<file path="src/rtl/kts_pkg.sv">
// Shared types, constants and helper functions for the keyed top-k score table.
// Used by kts_cell and keyed_topk_score_table_top; depends on nothing else.
`timescale 1ns / 1ps

package kts_pkg;

	localparam int DEPTH   = 64;
	localparam int IDX_W   = $clog2(DEPTH);
	localparam int CNT_W   = $clog2(DEPTH + 1);
	localparam int RANK_W  = 7;
	localparam int KEY_W   = 64;
	localparam int SCORE_W = 64;
	localparam int CFG_IDX_W  = 2;
	localparam int CFG_DATA_W = 7;

	localparam logic [1:0] ACT_SUBMIT = 2'd0;
	localparam logic [1:0] ACT_READ   = 2'd1;
	localparam logic [1:0] ACT_FIND   = 2'd2;

	localparam logic [1:0] POL_BEST    = 2'd0;
	localparam logic [1:0] POL_REPLACE = 2'd1;
	localparam logic [1:0] POL_ADD     = 2'd2;

	localparam logic [CFG_IDX_W-1:0] REG_SORT_DESC = 2'd0;
	localparam logic [CFG_IDX_W-1:0] REG_POLICY    = 2'd1;
	localparam logic [CFG_IDX_W-1:0] REG_ALLOW_DUP = 2'd2;
	localparam logic [CFG_IDX_W-1:0] REG_MAX_ENT   = 2'd3;

	typedef struct packed {
		logic [1:0]                action;
		logic [KEY_W-1:0]          player_key;
		logic signed [SCORE_W-1:0] score_value;
		logic [IDX_W-1:0]          position;
	} item_t;

	typedef struct packed {
		logic                      ok;
		logic [RANK_W-1:0]         rank;
		logic [KEY_W-1:0]          entry_key;
		logic signed [SCORE_W-1:0] entry_score;
		logic [6:0]                entry_count;
	} result_t;

	typedef enum logic [1:0] {
		OP_HOLD,
		OP_NEXT,
		OP_PREV,
		OP_LOAD
	} cell_op_t;

	typedef struct packed {
		logic                      desc;
		logic [KEY_W-1:0]          key;
		logic signed [SCORE_W-1:0] score;
	} bcast_t;

	function automatic logic [DEPTH-1:0] first_one(input logic [DEPTH-1:0] v);
		return v & (~v + 1'b1);
	endfunction

	function automatic logic [DEPTH-1:0] below_mask(input logic [CNT_W-1:0] n);
		logic [DEPTH:0] t;
		t = ({{DEPTH{1'b0}}, 1'b1} << n) - 1'b1;
		return t[DEPTH-1:0];
	endfunction

	function automatic logic [DEPTH-1:0] at_bit(input logic [CNT_W-1:0] n);
		logic [DEPTH:0] t;
		t = {{DEPTH{1'b0}}, 1'b1} << n;
		return t[DEPTH-1:0];
	endfunction

	function automatic logic [CNT_W-1:0] encode(input logic [DEPTH-1:0] h);
		logic [CNT_W-1:0] r;
		r = '0;
		for (int i = 0; i < DEPTH; i++) begin
			if (h[i]) begin
				r = r | CNT_W'(i);
			end
		end
		return r;
	endfunction

endpackage

</file>
<file path="src/rtl/kts_cell.sv">
// One table slot: holds a key and a score, shifts to or from its neighbors,
// and compares itself against the broadcast key and score. Uses kts_pkg.
`timescale 1ns / 1ps

module kts_cell (
	input  logic                               clk,
	input  kts_pkg::cell_op_t                  op,
	input  kts_pkg::bcast_t                    bc,
	input  logic [kts_pkg::KEY_W-1:0]          prev_key,
	input  logic signed [kts_pkg::SCORE_W-1:0] prev_score,
	input  logic [kts_pkg::KEY_W-1:0]          next_key,
	input  logic signed [kts_pkg::SCORE_W-1:0] next_score,
	output logic [kts_pkg::KEY_W-1:0]          key,
	output logic signed [kts_pkg::SCORE_W-1:0] score,
	output logic                               match,
	output logic                               ahead
);

	logic [kts_pkg::KEY_W-1:0]          key_q;
	logic signed [kts_pkg::SCORE_W-1:0] score_q;

	always_ff @(posedge clk) begin
		case (op)
			kts_pkg::OP_NEXT: begin
				key_q   <= next_key;
				score_q <= next_score;
			end
			kts_pkg::OP_PREV: begin
				key_q   <= prev_key;
				score_q <= prev_score;
			end
			kts_pkg::OP_LOAD: begin
				key_q   <= bc.key;
				score_q <= bc.score;
			end
			default: begin
				key_q   <= key_q;
				score_q <= score_q;
			end
		endcase
	end

	assign key   = key_q;
	assign score = score_q;
	assign match = (key_q == bc.key);
	assign ahead = bc.desc ? (bc.score > score_q) : (bc.score < score_q);

endmodule

</file>
<file path="config.mk">
export PLATFORM = sky130hd
export DESIGN_NAME = kts_cell
export DESIGN_NICKNAME = d
export VERILOG_FILES = /design/src/rtl/kts_pkg.sv /design/src/rtl/kts_cell.sv
export SDC_FILE = /design/constraint.sdc
export NUM_CORES = 1
export LEC_CHECK = 0
export ABC_AREA = 0
export BUFFER_PORTS_ARGS = -buffer_cell sky130_fd_sc_hd__buf_2
export CORE_AREA = 2 2 202 204
export DETAILED_ROUTE_END_ITERATION = 7
export DIE_AREA = 0 0 204 206
export GPL_TIMING_DRIVEN = 0
export SYNTH_ARGS = -nofsm -noshare
export SYNTH_HDL_FRONTEND = slang
export SYNTH_SLANG_ARGS = --single-unit
</file>
<file path="constraint.sdc">
create_clock -name clk -period 4.6 [get_ports clk]
set_input_delay 0.46 -clock clk [delete_from_list [all_inputs] [get_ports clk]]
set_output_delay 0.46 -clock clk [all_outputs]
set_load 0.02 [all_outputs]
</file>
==> summary.txt <==
Synthesis
  – Post-synthesis adder-cell area fraction: 0.0914
  – Largest family of logic cells by synthesized area: multiplexers
  – Largest cells by area after synthesis: edfxtp_1 (44%), mux2i_1 (15%), ha_1 (9.1%)
  – Net Count, Synth: 1325
  – Post-synth top area share: 0.439
  – Async S/R FF share, synth: 0
  – Synth Instances: 873
  – Synth Area in Compound Gates: 0.109
  – Synth Area in XOR/XNOR: 0.0650
  – Yosys cell types: 34
  – Netlist Area Pre-Place: about 0.0088 mm^2
  – Post-synth EDFFs: between 100 and 150
  – Yosys warning count: 0
  – Synthesized flop and latch total: ~130
  – Register area share after synthesis: 0.439
  – Mux share of post-synthesis cell area: 0.147
  – Largest area contributor in the netlist: edfxtp_1
  – Top FF cell, synth: edfxtp_1
  – Synth Area in Simple Gates: 0.100
  – Avg Cell Area, Syn: roughly 10 um^2

Clock tree
  – CTS Buffer Depth: 2
  – Reg clk slew, reported paths: ~0.070 ns
  – CTS H-Tree Depth: 4
  – Post-CTS Resized: 0
  – TritonCTS Sinks: about 130
  – Postcts setup bufs: 0
  – Hold_buf cts: 0
  – Root buffer cell: clkbuf_16
  – TritonCTS Buffers: 17
  – CTS tree: done

STA
  – RSZ-0062 raised after global routing: no
  – Worst setup margin: 0.569 ns
  – Post-layout min period: 4.03 ns
  – Fin. Hold Viols: 0
  – F_max: between 0.2 and 0.25 GHz
  – Max-slew headroom: 0.216
  – Final setup vio count: 0
  – Fin crit share: 0.876
  – Pins over their slew limit: 0
  – Worst Max-Slew Pin Slew: 1.18 ns

Global routing
  – Number of global-route vias before repair: 8633
  – First-pass GRT wire length: ~54 mm
  – Largest net degree at the start of global routing: 62
  – GRT Overall Usage: 0.179
  – GRT overflow: 0
  – Initial antenna violation count: 5

Final layout
  – Finished Layout Cells: about 2000
  – Leading cell types in the layout, fill and taps excluded: buf_2 (516), a21oi_1 (152), nor2_1 (131), mux2i_1 (129), edfxtp_1 (128)
  – Most common cell after layout, fill and taps aside: buf_2
  – Design Area, Final: 0.0127 mm^2
  – Fillers: 4323
  – Final #Nets: between 1500 and 2000
  – Share of cells above drive strength 1: 0.392
  – Synthesis-to-layout area growth: 45.1%

Floorplan
  – Initial core utilization: 0.218
  – Core area: approximately 0.04 mm^2
  – Ports: ~520
  – Die area: about 0.042 mm^2
  – Site Rows: between 70 and 80
  – Die Wd: 204 um
  – Die Span Y: slightly above 200 um

Setup path
  – Critical path launch point type: flop
  – Worst Path Required: 4.14 ns
  – Critical Path Source: score[63]
  – Endpoint arrival time on the critical path: about 3.6 ns
  – CP endpoint: ahead
  – Setup crit end kind: output port
  – Crit Path Category: flop to output port
  – Largest fanout on the critical path: 3

Routing
  – Post-route ant nets: 0
  – Wire per inst: 20.3 um
  – Drt first pass iters: 5
  – Final wirelength: roughly 40 mm
  – DR DRC count: 0
  – DRT iter0 DRCs: about 600
  – Vias: 8855
  – Vias per Instance: between 4 and 5

Placed design
  – Placed cell area: between 0.01 and 0.015 mm^2
  – DP Worst Slack: around 0.5 ns
  – Routability cong.: about 0.89
  – DP HPWL: 32.7 mm
  – Dpl cells: slightly below 2000
  – I/O Buffers: 515

Flow run
  – Max-cap violations: 0

Worst hold path
  – Worst Hold Class: input port to flop
  – Hold path cells: 3

Status
  – Status: complete, no violations

Pwr
  – LEAKAGE: around 0.0062 uW
  – P per Cell Area: around 330 mW/mm^2
  – Worst VDD drop: 0.246 mV
-- Yosys cell counts, types with 2 or more instances --
cell type    n
nor3_1       2
a21oi_1    152
buf_1       17
nand2_1     11
inv_1       68
xor2_1      65
mux2i_1    129
a21oi_2      2
nor2_1     131
nor4_1      20
edfxtp_1   128
o21ai_0      7
nand4_1     19
a221o_1      2
a21o_1       4
ha_1        64
clkbuf_1    26
nand3_1      8
a22oi_1      2
o21ai_1      2
-- worst max-delay path: stages (launching register included) --
cell and delay (ns):
edfxtp_1 0.38, inv_1 0.06, ha_1 0.34, nand4_1 0.21
nor4_2 0.63, nand4_1 0.29, a31oi_1 0.33, nor4_2 0.09
xor2_1 0.24, mux2i_1 0.34, buf_2 0.23
-- registers in the layout (all words and copies together), names as in the netlist --
register / cells
key: 64
score: 64
-- layer usage --
metal,vias to the layer above,global-route usage,routed length (um)
met4,0,0.0461,518
met3,29,0.0380,2890
met1,4189,0.232,17000
met2,409,0.301,19400
met5,-,0,0
li1,4228,-,-
-- report_power, final --
part	switching [uW]	total [uW]	internal, uW
Clock	596	1510	915
Combinational	690	1140	449
Sequential	94.3	1550	1450
Total	1380	4200	2820
-- per-stage QoR --
step / total power (uW) / TNS (ns) / hold WS (ns) / util
final: 4200 / 0 / 0.347 / 0.316
after floorplan: 2170 / 0 / 0.686 / -
after CTS: 4250 / 0 / 0.303 / 0.316
after global routing: 4400 / 0 / 0.321 / 0.316
after global placement: 2690 / -26.82 / 0.778 / 0.299
after detailed placement: 2710 / 0 / 0.783 / 0.300
-- cell families (layout without fill, tap and decap cells) --
family | count (synthesis) | count (layout)
buf+inv | 112 | 661
mux | 129 | 129
other cells | 0 | 4
flops | 128 | 128
fa+ha+maj | 64 | 64
simple gates | 197 | 197
compound gates | 178 | 178
xor+xnor | 65 | 65
-- cell type report --
| class | count | area, um^2 | area share |
|---|---|---|---|
| inverters | 68 | 255 | 0.0201 |
| clock inverters | 15 | 208 | 0.0163 |
| repair buffers | 517 | 2630 | 0.207 |
| plain buffers | 44 | 166 | 0.0131 |
| well taps | 532 | 666 | 0.0524 |
| flip-flops and latches | 128 | 3840 | 0.302 |
| diodes | 4 | 10.0 | 0.000788 |
| multi-input cells | 633 | 4500 | 0.354 |
| clock buffers | 17 | 425 | 0.0335 |
-- worst min-delay path by stage --
stage	start	slack, ns	end
after global routing	next_key[52]	0.32	key[52]
after detailed placement	next_score[4]	0.78	score[4]
after global placement	next_score[2]	0.78	score[2]
after floorplan	next_key[27]	0.69	key[27]
final	next_score[4]	0.35	score[4]
after CTS	next_key[55]	0.30	key[55]
(Power assumes the default switching activity.)
